===== src/rtl/sorted_breakpoint_envelope_store_defines.svh =====
// Assertion macros shared by the block. Both expect clk and rst in scope.
`ifndef SORTED_BREAKPOINT_ENVELOPE_STORE_DEFINES_SVH
`define SORTED_BREAKPOINT_ENVELOPE_STORE_DEFINES_SVH

`define SBES_ASSERT_SAME(lbl, ante, cons) \
  lbl: assert property (@(posedge clk) disable iff (rst) (ante) |-> (cons)) \
    else $error("assertion failed");

`define SBES_ASSERT_NEXT(lbl, ante, cons) \
  lbl: assert property (@(posedge clk) disable iff (rst) (ante) |=> (cons)) \
    else $error("assertion failed");

`endif


===== src/rtl/sbes_pkg.sv =====
`timescale 1ns / 1ps
package sbes_pkg;

  localparam int MAX_POINTS = 64;
  localparam int AW = $clog2(MAX_POINTS);
  localparam int CW = $clog2(MAX_POINTS + 1);
  localparam int PAW = 4;

  localparam logic [1:0] REG_SMOOTH = 2'd0;
  localparam logic [1:0] REG_LIMIT  = 2'd1;
  localparam logic [1:0] REG_LENGTH = 2'd2;
  localparam logic [1:0] REG_OFFSET = 2'd3;

  typedef enum logic [1:0] {
    CMD_SET       = 2'd0,
    CMD_CLR_RANGE = 2'd1,
    CMD_EVAL      = 2'd2,
    CMD_CLR_ALL   = 2'd3
  } cmd_t;

  typedef enum logic [4:0] {
    OP_NONE,
    OP_LOAD,
    OP_SP_RDMID,
    OP_SP_CMP,
    OP_SP_RDLO,
    OP_SP_REPL,
    OP_SP_FULL,
    OP_SP_IDX,
    OP_SP_SHRD,
    OP_SP_SHWR,
    OP_SP_INS,
    OP_CR_RD,
    OP_CR_CHK,
    OP_CR_FIN,
    OP_CA,
    OP_EV_WRAP,
    OP_EV_WFIN,
    OP_EV_RD0,
    OP_EV_HOLD,
    OP_EV_RDN,
    OP_EV_SINIT,
    OP_EV_RDMID,
    OP_EV_SCMP,
    OP_EV_RDLO,
    OP_EV_RDHI,
    OP_EV_LATB,
    OP_EV_STEP,
    OP_EV_MUL,
    OP_EV_DIV,
    OP_EV_FIN,
    OP_EMIT
  } dp_op_t;

  typedef struct packed {
    dp_op_t op;
  } ctl_t;

  typedef struct packed {
    logic lo_lt_hi;
    logic lo_lt_count;
    logic tick_hit;
    logic full;
    logic idx_gt_lo;
    logic idx_lt_count;
    logic count_zero;
    logic ct_le_tick;
    logic ct_ge_tick;
    logic ev_more;
    logic interp_ok;
    logic div_done;
    logic loop_on;
    logic out_free;
  } stat_t;

endpackage


===== src/rtl/sbes_ram.sv =====
`timescale 1ns / 1ps
module sbes_ram #(
  parameter int WIDTH = 32,
  parameter int DEPTH = 64
) (
  input  logic                     clk,
  input  logic                     we,
  input  logic [$clog2(DEPTH)-1:0] waddr,
  input  logic [WIDTH-1:0]         wdata,
  input  logic [$clog2(DEPTH)-1:0] raddr,
  output logic [WIDTH-1:0]         rdata
);
  logic [WIDTH-1:0] mem [DEPTH];

  always_ff @(posedge clk) begin
    if (we) begin
      mem[waddr] <= wdata;
    end
    rdata <= mem[raddr];
  end
endmodule


===== src/rtl/sbes_div.sv =====
`timescale 1ns / 1ps
module sbes_div (
  input  logic        clk,
  input  logic        rst,
  input  logic        start,
  input  logic [31:0] dividend,
  input  logic [15:0] divisor,
  output logic        done,
  output logic [31:0] quotient,
  output logic [15:0] remainder
);
  logic [5:0]  cnt;
  logic [15:0] dsr;
  logic [16:0] rem_sh;
  logic        fits;

  assign rem_sh = {remainder, quotient[31]};
  assign fits = rem_sh >= {1'b0, dsr};

  always_ff @(posedge clk) begin
    if (rst) begin
      cnt  <= '0;
      done <= 1'b0;
    end else begin
      done <= 1'b0;
      if (start) begin
        cnt       <= 6'd32;
        dsr       <= divisor;
        quotient  <= dividend;
        remainder <= '0;
      end else if (cnt != '0) begin
        cnt      <= cnt - 6'd1;
        quotient <= {quotient[30:0], fits};
        if (fits) begin
          remainder <= 16'(rem_sh - {1'b0, dsr});
        end else begin
          remainder <= rem_sh[15:0];
        end
        if (cnt == 6'd1) begin
          done <= 1'b1;
        end
      end
    end
  end
endmodule


===== src/rtl/sbes_dp.sv =====
`timescale 1ns / 1ps
`include "sorted_breakpoint_envelope_store_defines.svh"
module sbes_dp (
  input  logic           clk,
  input  logic           rst,
  input  sbes_pkg::ctl_t ctl,
  output sbes_pkg::stat_t stat,
  input  logic           smooth_mode,
  input  logic [15:0]    value_limit,
  input  logic [15:0]    loop_length,
  input  logic [15:0]    loop_offset,
  input  logic [15:0]    point_tick,
  input  logic [15:0]    range_end,
  input  logic [15:0]    point_value,
  input  logic [31:0]    eval_tick,
  input  logic [31:0]    clip_length,
  input  logic           out_ready,
  output logic           out_valid,
  output logic           status,
  output logic           defined,
  output logic [15:0]    result_value
);
  import sbes_pkg::*;

  logic [CW-1:0] count, lo, hi, idx, w;
  logic [CW:0]   mid_sum;
  logic [CW-1:0] mid, lo_inc, idx_dec, cnt_dec;
  logic [15:0]   ptick, rend, pval, ta, va, tb, vb;
  logic [31:0]   etick, clip, ct, prod;
  logic          neg, res_status, res_defined;
  logic [15:0]   res_value;

  logic          ram_we;
  logic [AW-1:0] ram_waddr, ram_raddr;
  logic [31:0]   ram_wdata, ram_rdata;
  logic [15:0]   rd_tick, rd_val;
  logic          in_range;

  logic          div_start, div_done;
  logic [31:0]   div_dividend, div_quo;
  logic [15:0]   div_divisor, div_rem, win, absd, into;

  assign rd_tick  = ram_rdata[31:16];
  assign rd_val   = ram_rdata[15:0];
  assign mid_sum  = {1'b0, lo} + {1'b0, hi};
  assign mid      = mid_sum[CW:1];
  assign lo_inc   = lo + CW'(1);
  assign idx_dec  = idx - CW'(1);
  assign cnt_dec  = count - CW'(1);
  assign in_range = (rd_tick >= ptick) && (rd_tick <= rend);

  assign win = ((clip != '0) && ({16'd0, loop_length} > clip)) ? clip[15:0] : loop_length;
  assign absd = (vb >= va) ? (vb - va) : (va - vb);
  assign into = ct[15:0] - ta;

  assign div_start    = ((ctl.op == OP_EV_WRAP) && (loop_length != '0)) ||
                        (ctl.op == OP_EV_DIV);
  assign div_dividend = (ctl.op == OP_EV_DIV) ? prod : etick;
  assign div_divisor  = (ctl.op == OP_EV_DIV) ? (tb - ta) : win;

  always_comb begin
    stat.lo_lt_hi     = lo < hi;
    stat.lo_lt_count  = lo < count;
    stat.tick_hit     = rd_tick == ptick;
    stat.full         = count >= CW'(MAX_POINTS);
    stat.idx_gt_lo    = idx > lo;
    stat.idx_lt_count = idx < count;
    stat.count_zero   = count == '0;
    stat.ct_le_tick   = ct <= {16'd0, rd_tick};
    stat.ct_ge_tick   = ct >= {16'd0, rd_tick};
    stat.ev_more      = lo_inc < hi;
    stat.interp_ok    = smooth_mode && (tb > ta);
    stat.div_done     = div_done;
    stat.loop_on      = loop_length != '0;
    stat.out_free     = !out_valid || out_ready;
  end

  always_comb begin
    ram_we    = 1'b0;
    ram_waddr = lo[AW-1:0];
    ram_wdata = {ptick, pval};
    ram_raddr = lo[AW-1:0];
    case (ctl.op)
      OP_SP_RDMID, OP_EV_RDMID: ram_raddr = mid[AW-1:0];
      OP_SP_REPL, OP_SP_INS: ram_we = 1'b1;
      OP_SP_SHRD: ram_raddr = idx_dec[AW-1:0];
      OP_SP_SHWR: begin
        ram_we    = 1'b1;
        ram_waddr = idx[AW-1:0];
        ram_wdata = ram_rdata;
      end
      OP_CR_RD: ram_raddr = idx[AW-1:0];
      OP_CR_CHK: begin
        ram_we    = !in_range;
        ram_waddr = w[AW-1:0];
        ram_wdata = ram_rdata;
      end
      OP_EV_RD0: ram_raddr = '0;
      OP_EV_RDN: ram_raddr = cnt_dec[AW-1:0];
      OP_EV_RDHI: ram_raddr = lo_inc[AW-1:0];
      default: ;
    endcase
  end

  always_ff @(posedge clk) begin
    if (rst) begin
      count     <= '0;
      out_valid <= 1'b0;
    end else begin
      if (out_valid && out_ready && (ctl.op != OP_EMIT)) begin
        out_valid <= 1'b0;
      end
      case (ctl.op)
        OP_LOAD: begin
          ptick       <= point_tick;
          rend        <= range_end;
          pval        <= (point_value > value_limit) ? value_limit : point_value;
          etick       <= eval_tick;
          clip        <= clip_length;
          lo          <= '0;
          hi          <= count;
          idx         <= '0;
          w           <= '0;
          res_status  <= 1'b0;
          res_defined <= 1'b0;
          res_value   <= '0;
        end
        OP_SP_CMP: begin
          if (rd_tick < ptick) begin
            lo <= mid + CW'(1);
          end else begin
            hi <= mid;
          end
        end
        OP_SP_FULL: res_status <= 1'b1;
        OP_SP_IDX: idx <= count;
        OP_SP_SHWR: idx <= idx_dec;
        OP_SP_INS: count <= count + CW'(1);
        OP_CR_CHK: begin
          if (!in_range) begin
            w <= w + CW'(1);
          end
          idx <= idx + CW'(1);
        end
        OP_CR_FIN: count <= w;
        OP_CA: count <= '0;
        OP_EV_WRAP: ct <= etick;
        OP_EV_WFIN: ct <= 32'(loop_offset) + 32'(div_rem);
        OP_EV_HOLD: begin
          res_defined <= 1'b1;
          res_value   <= rd_val;
        end
        OP_EV_SINIT: begin
          lo <= '0;
          hi <= cnt_dec;
        end
        OP_EV_SCMP: begin
          if ({16'd0, rd_tick} <= ct) begin
            lo <= mid;
          end else begin
            hi <= mid;
          end
        end
        OP_EV_RDHI: begin
          ta <= rd_tick;
          va <= rd_val;
        end
        OP_EV_LATB: begin
          tb <= rd_tick;
          vb <= rd_val;
        end
        OP_EV_STEP: begin
          res_defined <= 1'b1;
          res_value   <= va;
        end
        OP_EV_MUL: begin
          prod <= absd * into;
          neg  <= vb < va;
        end
        OP_EV_FIN: begin
          res_defined <= 1'b1;
          res_value   <= neg ? (va - div_quo[15:0]) : (va + div_quo[15:0]);
        end
        OP_EMIT: begin
          out_valid    <= 1'b1;
          status       <= res_status;
          defined      <= res_defined;
          result_value <= res_value;
        end
        default: ;
      endcase
    end
  end

  sbes_ram #(
    .WIDTH(32),
    .DEPTH(MAX_POINTS)
  ) u_ram (
    .clk  (clk),
    .we   (ram_we),
    .waddr(ram_waddr),
    .wdata(ram_wdata),
    .raddr(ram_raddr),
    .rdata(ram_rdata)
  );

  sbes_div u_div (
    .clk      (clk),
    .rst      (rst),
    .start    (div_start),
    .dividend (div_dividend),
    .divisor  (div_divisor),
    .done     (div_done),
    .quotient (div_quo),
    .remainder(div_rem)
  );

  `SBES_ASSERT_SAME(a_insert_not_full, ctl.op == OP_SP_INS, count < CW'(MAX_POINTS))
  `SBES_ASSERT_SAME(a_compact_shrinks, ctl.op == OP_CR_FIN, w <= count)
  `SBES_ASSERT_NEXT(a_emit_shows_beat, ctl.op == OP_EMIT, out_valid)
endmodule


===== src/rtl/sbes_ctrl.sv =====
`timescale 1ns / 1ps
module sbes_ctrl (
  input  logic            clk,
  input  logic            rst,
  input  logic            in_valid,
  output logic            in_ready,
  input  logic [1:0]      cmd,
  input  sbes_pkg::stat_t stat,
  output sbes_pkg::ctl_t  ctl
);
  import sbes_pkg::*;

  typedef enum logic [21:0] {
    ST_IDLE     = 22'h000001,
    ST_SP_SRCH  = 22'h000002,
    ST_SP_CMP   = 22'h000004,
    ST_SP_CHK   = 22'h000008,
    ST_SP_SHRD  = 22'h000010,
    ST_SP_SHWR  = 22'h000020,
    ST_CR_RD    = 22'h000040,
    ST_CR_CHK   = 22'h000080,
    ST_CA       = 22'h000100,
    ST_EV_WRAP  = 22'h000200,
    ST_EV_WDIV  = 22'h000400,
    ST_EV_FIRST = 22'h000800,
    ST_EV_F2    = 22'h001000,
    ST_EV_L2    = 22'h002000,
    ST_EV_SRCH  = 22'h004000,
    ST_EV_SCMP  = 22'h008000,
    ST_EV_RA    = 22'h010000,
    ST_EV_RB    = 22'h020000,
    ST_EV_MUL   = 22'h040000,
    ST_EV_DIVST = 22'h080000,
    ST_EV_IDIV  = 22'h100000,
    ST_DONE     = 22'h200000
  } state_t;

  state_t state, state_next;

  assign in_ready = state == ST_IDLE;

  always_comb begin
    state_next = state;
    ctl.op     = OP_NONE;
    case (state)
      ST_IDLE: begin
        if (in_valid) begin
          ctl.op = OP_LOAD;
          case (cmd_t'(cmd))
            CMD_SET:       state_next = ST_SP_SRCH;
            CMD_CLR_RANGE: state_next = ST_CR_RD;
            CMD_EVAL:      state_next = ST_EV_WRAP;
            CMD_CLR_ALL:   state_next = ST_CA;
            default:       state_next = ST_CA;
          endcase
        end
      end
      ST_SP_SRCH: begin
        if (stat.lo_lt_hi) begin
          ctl.op     = OP_SP_RDMID;
          state_next = ST_SP_CMP;
        end else begin
          ctl.op     = OP_SP_RDLO;
          state_next = ST_SP_CHK;
        end
      end
      ST_SP_CMP: begin
        ctl.op     = OP_SP_CMP;
        state_next = ST_SP_SRCH;
      end
      ST_SP_CHK: begin
        if (stat.lo_lt_count && stat.tick_hit) begin
          ctl.op     = OP_SP_REPL;
          state_next = ST_DONE;
        end else if (stat.full) begin
          ctl.op     = OP_SP_FULL;
          state_next = ST_DONE;
        end else begin
          ctl.op     = OP_SP_IDX;
          state_next = ST_SP_SHRD;
        end
      end
      ST_SP_SHRD: begin
        if (stat.idx_gt_lo) begin
          ctl.op     = OP_SP_SHRD;
          state_next = ST_SP_SHWR;
        end else begin
          ctl.op     = OP_SP_INS;
          state_next = ST_DONE;
        end
      end
      ST_SP_SHWR: begin
        ctl.op     = OP_SP_SHWR;
        state_next = ST_SP_SHRD;
      end
      ST_CR_RD: begin
        if (stat.idx_lt_count) begin
          ctl.op     = OP_CR_RD;
          state_next = ST_CR_CHK;
        end else begin
          ctl.op     = OP_CR_FIN;
          state_next = ST_DONE;
        end
      end
      ST_CR_CHK: begin
        ctl.op     = OP_CR_CHK;
        state_next = ST_CR_RD;
      end
      ST_CA: begin
        ctl.op     = OP_CA;
        state_next = ST_DONE;
      end
      ST_EV_WRAP: begin
        ctl.op     = OP_EV_WRAP;
        state_next = stat.loop_on ? ST_EV_WDIV : ST_EV_FIRST;
      end
      ST_EV_WDIV: begin
        if (stat.div_done) begin
          ctl.op     = OP_EV_WFIN;
          state_next = ST_EV_FIRST;
        end
      end
      ST_EV_FIRST: begin
        if (stat.count_zero) begin
          state_next = ST_DONE;
        end else begin
          ctl.op     = OP_EV_RD0;
          state_next = ST_EV_F2;
        end
      end
      ST_EV_F2: begin
        if (stat.ct_le_tick) begin
          ctl.op     = OP_EV_HOLD;
          state_next = ST_DONE;
        end else begin
          ctl.op     = OP_EV_RDN;
          state_next = ST_EV_L2;
        end
      end
      ST_EV_L2: begin
        if (stat.ct_ge_tick) begin
          ctl.op     = OP_EV_HOLD;
          state_next = ST_DONE;
        end else begin
          ctl.op     = OP_EV_SINIT;
          state_next = ST_EV_SRCH;
        end
      end
      ST_EV_SRCH: begin
        if (stat.ev_more) begin
          ctl.op     = OP_EV_RDMID;
          state_next = ST_EV_SCMP;
        end else begin
          ctl.op     = OP_EV_RDLO;
          state_next = ST_EV_RA;
        end
      end
      ST_EV_SCMP: begin
        ctl.op     = OP_EV_SCMP;
        state_next = ST_EV_SRCH;
      end
      ST_EV_RA: begin
        ctl.op     = OP_EV_RDHI;
        state_next = ST_EV_RB;
      end
      ST_EV_RB: begin
        ctl.op     = OP_EV_LATB;
        state_next = ST_EV_MUL;
      end
      ST_EV_MUL: begin
        if (stat.interp_ok) begin
          ctl.op     = OP_EV_MUL;
          state_next = ST_EV_DIVST;
        end else begin
          ctl.op     = OP_EV_STEP;
          state_next = ST_DONE;
        end
      end
      ST_EV_DIVST: begin
        ctl.op     = OP_EV_DIV;
        state_next = ST_EV_IDIV;
      end
      ST_EV_IDIV: begin
        if (stat.div_done) begin
          ctl.op     = OP_EV_FIN;
          state_next = ST_DONE;
        end
      end
      ST_DONE: begin
        if (stat.out_free) begin
          ctl.op     = OP_EMIT;
          state_next = ST_IDLE;
        end
      end
      default: state_next = ST_IDLE;
    endcase
  end

  always_ff @(posedge clk) begin
    if (rst) begin
      state <= ST_IDLE;
    end else begin
      state <= state_next;
    end
  end
endmodule


===== src/rtl/sorted_breakpoint_envelope_store.sv =====
`timescale 1ns / 1ps
// Channel   Handshake              Contents
// config    psel/penable/pready    smooth_mode, value_limit, loop_length, loop_offset
// input     in_valid/in_ready      cmd, point_tick, range_end, point_value, eval_tick,
//                                  clip_length
// output    out_valid/out_ready    status, defined, result_value
//
// One beat is taken at a time; the point list sits in a single-port-write RAM.
// The set point command shifts entries up by a read-then-write through the RAM.
// Evaluate uses the shared 32-step divider for the loop wrap and for interpolation.
// Reset is synchronous and empties the list; a stalled result holds the next beat
// in its final state until the output register is free.
module sorted_breakpoint_envelope_store (
  input  logic                     clk,
  input  logic                     rst,
  input  logic                     psel,
  input  logic                     penable,
  input  logic                     pwrite,
  input  logic [sbes_pkg::PAW-1:0] paddr,
  input  logic [31:0]              pwdata,
  output logic [31:0]              prdata,
  output logic                     pready,
  input  logic                     in_valid,
  output logic                     in_ready,
  input  logic [1:0]               cmd,
  input  logic [15:0]              point_tick,
  input  logic [15:0]              range_end,
  input  logic [15:0]              point_value,
  input  logic [31:0]              eval_tick,
  input  logic [31:0]              clip_length,
  output logic                     out_valid,
  input  logic                     out_ready,
  output logic                     status,
  output logic                     defined,
  output logic [15:0]              result_value
);
  import sbes_pkg::*;

  logic        smooth_mode;
  logic [15:0] value_limit, loop_length, loop_offset;
  ctl_t        ctl;
  stat_t       stat;

  assign pready = 1'b1;

  always_ff @(posedge clk) begin
    if (rst) begin
      smooth_mode <= 1'b0;
      value_limit <= 16'hFFFF;
      loop_length <= '0;
      loop_offset <= '0;
    end else if (psel && penable && pwrite) begin
      case (paddr[3:2])
        REG_SMOOTH: smooth_mode <= pwdata[0];
        REG_LIMIT:  value_limit <= pwdata[15:0];
        REG_LENGTH: loop_length <= pwdata[15:0];
        REG_OFFSET: loop_offset <= pwdata[15:0];
        default: ;
      endcase
    end
  end

  always_comb begin
    case (paddr[3:2])
      REG_SMOOTH: prdata = 32'(smooth_mode);
      REG_LIMIT:  prdata = 32'(value_limit);
      REG_LENGTH: prdata = 32'(loop_length);
      REG_OFFSET: prdata = 32'(loop_offset);
      default:    prdata = '0;
    endcase
  end

  sbes_ctrl u_ctrl (
    .clk     (clk),
    .rst     (rst),
    .in_valid(in_valid),
    .in_ready(in_ready),
    .cmd     (cmd),
    .stat    (stat),
    .ctl     (ctl)
  );

  sbes_dp u_dp (
    .clk         (clk),
    .rst         (rst),
    .ctl         (ctl),
    .stat        (stat),
    .smooth_mode (smooth_mode),
    .value_limit (value_limit),
    .loop_length (loop_length),
    .loop_offset (loop_offset),
    .point_tick  (point_tick),
    .range_end   (range_end),
    .point_value (point_value),
    .eval_tick   (eval_tick),
    .clip_length (clip_length),
    .out_ready   (out_ready),
    .out_valid   (out_valid),
    .status      (status),
    .defined     (defined),
    .result_value(result_value)
  );
endmodule

===== config.mk =====
export PLATFORM = sky130hd
export DESIGN_NAME = sorted_breakpoint_envelope_store
export DESIGN_NICKNAME = d
export VERILOG_FILES = /design/src/rtl/sbes_pkg.sv /design/src/rtl/sbes_ram.sv /design/src/rtl/sbes_div.sv /design/src/rtl/sbes_dp.sv /design/src/rtl/sbes_ctrl.sv /design/src/rtl/sorted_breakpoint_envelope_store.sv
export VERILOG_INCLUDE_DIRS = /design/src /design/src/rtl
export SDC_FILE = /design/constraint.sdc
export NUM_CORES = 2
export LEC_CHECK = 0
export BUFFER_PORTS_ARGS = -buffer_cell sky130_fd_sc_hd__buf_2
export CORE_MARGIN = 2
export CORE_UTILIZATION = 45
export CTS_BUF_LIST = sky130_fd_sc_hd__clkbuf_16
export CTS_CLUSTER_SIZE = 16
export DETAILED_ROUTE_END_ITERATION = 8
export GPL_TIMING_DRIVEN = 0
export PLACE_DENSITY = 0.65
export SLEW_MARGIN = 20
export SYNTH_ARGS = -nofsm -noshare
export SYNTH_HDL_FRONTEND = slang
export SYNTH_HIERARCHICAL = 1
export SYNTH_SLANG_ARGS = --single-unit

===== constraint.sdc =====
create_clock -name clk -period 7.93 [get_ports clk]
set_input_delay 1.586 -clock clk [delete_from_list [all_inputs] [get_ports clk]]
set_output_delay 1.586 -clock clk [all_outputs]
set_load 0.02 [all_outputs]

==> out/qor.yml <==
status:
  outcome: "finished with violations"
  violations: "negative setup slack"
global_routing:
  antenna_found_initial: 18
  globalRouteTotalUtil_pct: 27.5
  grt_pass1_wl_um: 512000
  grt-ovfl-total: 0
  grt_pass1_vias: 69831
  grt_max_degree: 65
die:
  die_x_um: 511
  rows: 186
  io_pins: 210
  design.die.area_mm2: 0.261
  start_util_pct: 45.2
  die_h_um: 511
  core_mm2: 0.256
route:
  post_drt_wl_per_cell_um: 31.9
  wl_met1_um: 134000
  drt-initial-drc-count: 9637
  wl_met2_um: 175000
  drt-total-wl_um: 369000
  wl_met3_um: 38100
  ant_nets: 0
  post-route-drc-count: 0
  top_layer: "met5"
  avgViaCountPerCell: 6.15
  firstDrtPassIters: 6
  vias: 71177
cells_and_area:
  stdcell_area_mm2: 0.137
  fillers: 20095
  finalNetCount: 8684
  area_growth_pct: 18.3
  drive_gt1_share_pct: 25.7
  fin_util_pct: 53.4
worst_setup_path:
  path_class: "reg -> reg"
  critPathArrivalTime_ns: 9.15
  start_kind: "register"
  crit_fanout: 5
  cpMaxStageDelayCell: "fa_2"
  cp_slowest_stage_delay_ns: 0.60
  endpoint_kind: "register"
  cp.required_ns: 8.48
synthesis:
  synth_area_leaders: "edfxtp_1, mux4_2, ha_1, fa_1, dfxtp_1"
  netlist_area_mm2: 0.116
  ys_top_cells_by_count: "edfxtp_1, mux4_2, inv_1"
  synth_top_area_cell: "edfxtp_1"
  synth-edff-count: 2417
  ys_seq_elements: 2535
  yosysSeqAreaShare_pct: 64.7
  yosysMostFrequentCell: "edfxtp_1"
  synth.distinct_cells: 98
  syn_avg_cell_area_um2: 16.1
  async_flop_share_pct: 0
  syn_inst: 7205
  synth_ff_type: "edfxtp_1"
  synth_warnings: 6
  yosysTopAreaCellShare_pct: 62.7
placement:
  preCtsSetupSlack_ns: -1.75
  dpl.hpwl_um: 262000
  place_area_mm2: 0.126
  numPortBuffers: 174
  gp_congestion: 0.952
worst_hold_path:
  hold_class: "reg -> reg"
flow_run:
  drv_cap: 0
clock_network:
  clkTransAtPathRegs_ns: 0.06
  cts_buffers: 246
  cts.sinks: 2535
  cts_max_level: 4
  cts_buffer_depth: 4
  root_buffer: "clkbuf_16"
  cts_tree: "done"
  clkLatencyLatePin_ns: 0.95
  postCtsHoldBufs: 0
timing:
  timing.final.crit_period_ns: 8.60
  setup_violations: 17
  max_freq_mhz: 116
  slew_viol_final: 0
  rsz0062_at_grt: "true"
  clock_skew_ns: 0.148
  tightest_slew_ns: 1.16
  maxSlewHeadroom_pct: 22.1
  hold_viol: 0
  fin_crit_sh_pct: 108
  worst_slack_ns: -0.666
  finalSetupTns_ns: -5.88
power_and_ir_drop:
  power.density_mw_per_mm2: 271
  p_leak_uw: 0.0482
  ir_worst_vdd_mv: 0.237
==> where the power goes <==
part           switching [uW]  leakage (uW)  internal, uW
Clock                    5040       0.00409          6610
Sequential                583        0.0228         15400
Combinational            5850        0.0213          3650
Total                   11500        0.0482         25700
==> stage by stage <==
| step | cells | hold WS, ns | power (uW) |
|---|---|---|---|
| final | 11575 | 0.428 | 37200 |
| after global routing | 11571 | 0.440 | 38100 |
| after CTS | 11509 | 0.423 | 36900 |
| after detailed placement | 11000 | 0.405 | 25300 |
| after global placement | 10778 | 0.406 | 24900 |
| after floorplan | 7220 | 0.400 | 21500 |
==> critical path: cells and delay by family (launching register included) <==
kind                       cells  cell delay [ns]
muxes                          1             0.29
buffers and inverters          7             0.56
xor gates and xnor gates       1             0.09
DFF                            1             0.38
and+or+nand+nor                4             0.82
AOI/OAI and AO/OA             10             2.23
adders and majority gates      9             3.90
==> timing repair <==
| action | CTS | global route |
|---|---|---|
| endpoints found under the setup margin | 1933 | 1009 |
| gates resized for setup | 251 | 227 |
| setup buffers | 67 | 64 |
| pin swaps | 55 | 79 |
==> layer usage <==
metal	up-vias	track usage (%)
met2	4295	45.0
met5	-	0
met4	4	13.0
li1	29242	-
met3	838	5.24
met1	36798	35.6
==> final timing paths <==
| check | to | slack (ns) | depth (start not counted) | startpoint |
|---|---|---|---|---|
| worst max register to register | u_dp/prod[25] | -0.67 | 32 | u_dp/vb[0] |
| worst min register to register | u_dp/result_value[4] | 0.43 | 0 | u_dp/res_value[4] |
| worst max-delay path | u_dp/prod[25] | -0.67 | 32 | u_dp/vb[0] |
| worst min-delay path | u_dp/result_value[4] | 0.43 | 0 | u_dp/res_value[4] |
==> registers in the layout (all words and copies together) (netlist names), 22 cells and up <==
| register | cells |
|---|---|
| u_dp/clip | 32 |
| u_dp/u_ram/rdata | 32 |
| u_dp/ct | 32 |
| u_dp/u_div/quotient | 32 |
| u_dp/etick | 32 |
| u_dp/u_ram/mem | 2048 |
| u_ctrl/state | 22 |
| u_dp/prod | 32 |
==> logic make-up (layout without fill, tap and decap cells) <==
family,count (synthesis),in the layout,synth area share [%]
flip-flops,2535,2535,64.7
multiplexers,769,769,12.7
buffers and inverters,794,1758,2.94
XOR/XNOR,167,167,1.27
AND/OR/NAND/NOR,1497,1497,6.14
AO/OA/AOI/OAI,898,898,4.99
adder cells (fa/ha/maj),543,543,7.18
other,2,24,0.00649
==> cells in the final DEF, fill, tap and decap left out, types with 106 or more instances in the layout <==
cell type,instances
edfxtp_1,2417
mux4_2,551
inv_1,490
nand2_1,423
nor2_1,365
ha_1,323
clkbuf_16,246
buf_2,209
a21oi_1,205
buf_4,200
fa_1,193
o21ai_0,151
nand2b_1,120
clkbuf_1,113
dfxtp_1,113
mux2i_1,106
==> cell type report <==
class	count	area, um^2	share of cell area (%)
Clock buffer	246	6160	4.50
Clock inverter	202	1740	1.27
Sequential cell	2535	74900	54.7
Inverter	453	1700	1.24
Buffer	332	2030	1.48
Antenna cell	7	17.5	0.0128
Timing Repair Buffer	525	6380	4.66
Multi-Input combinational cell	3891	39700	29.0
Tap cell	3384	4230	3.09
Note: power is estimated with default switching activity, not from simulation.
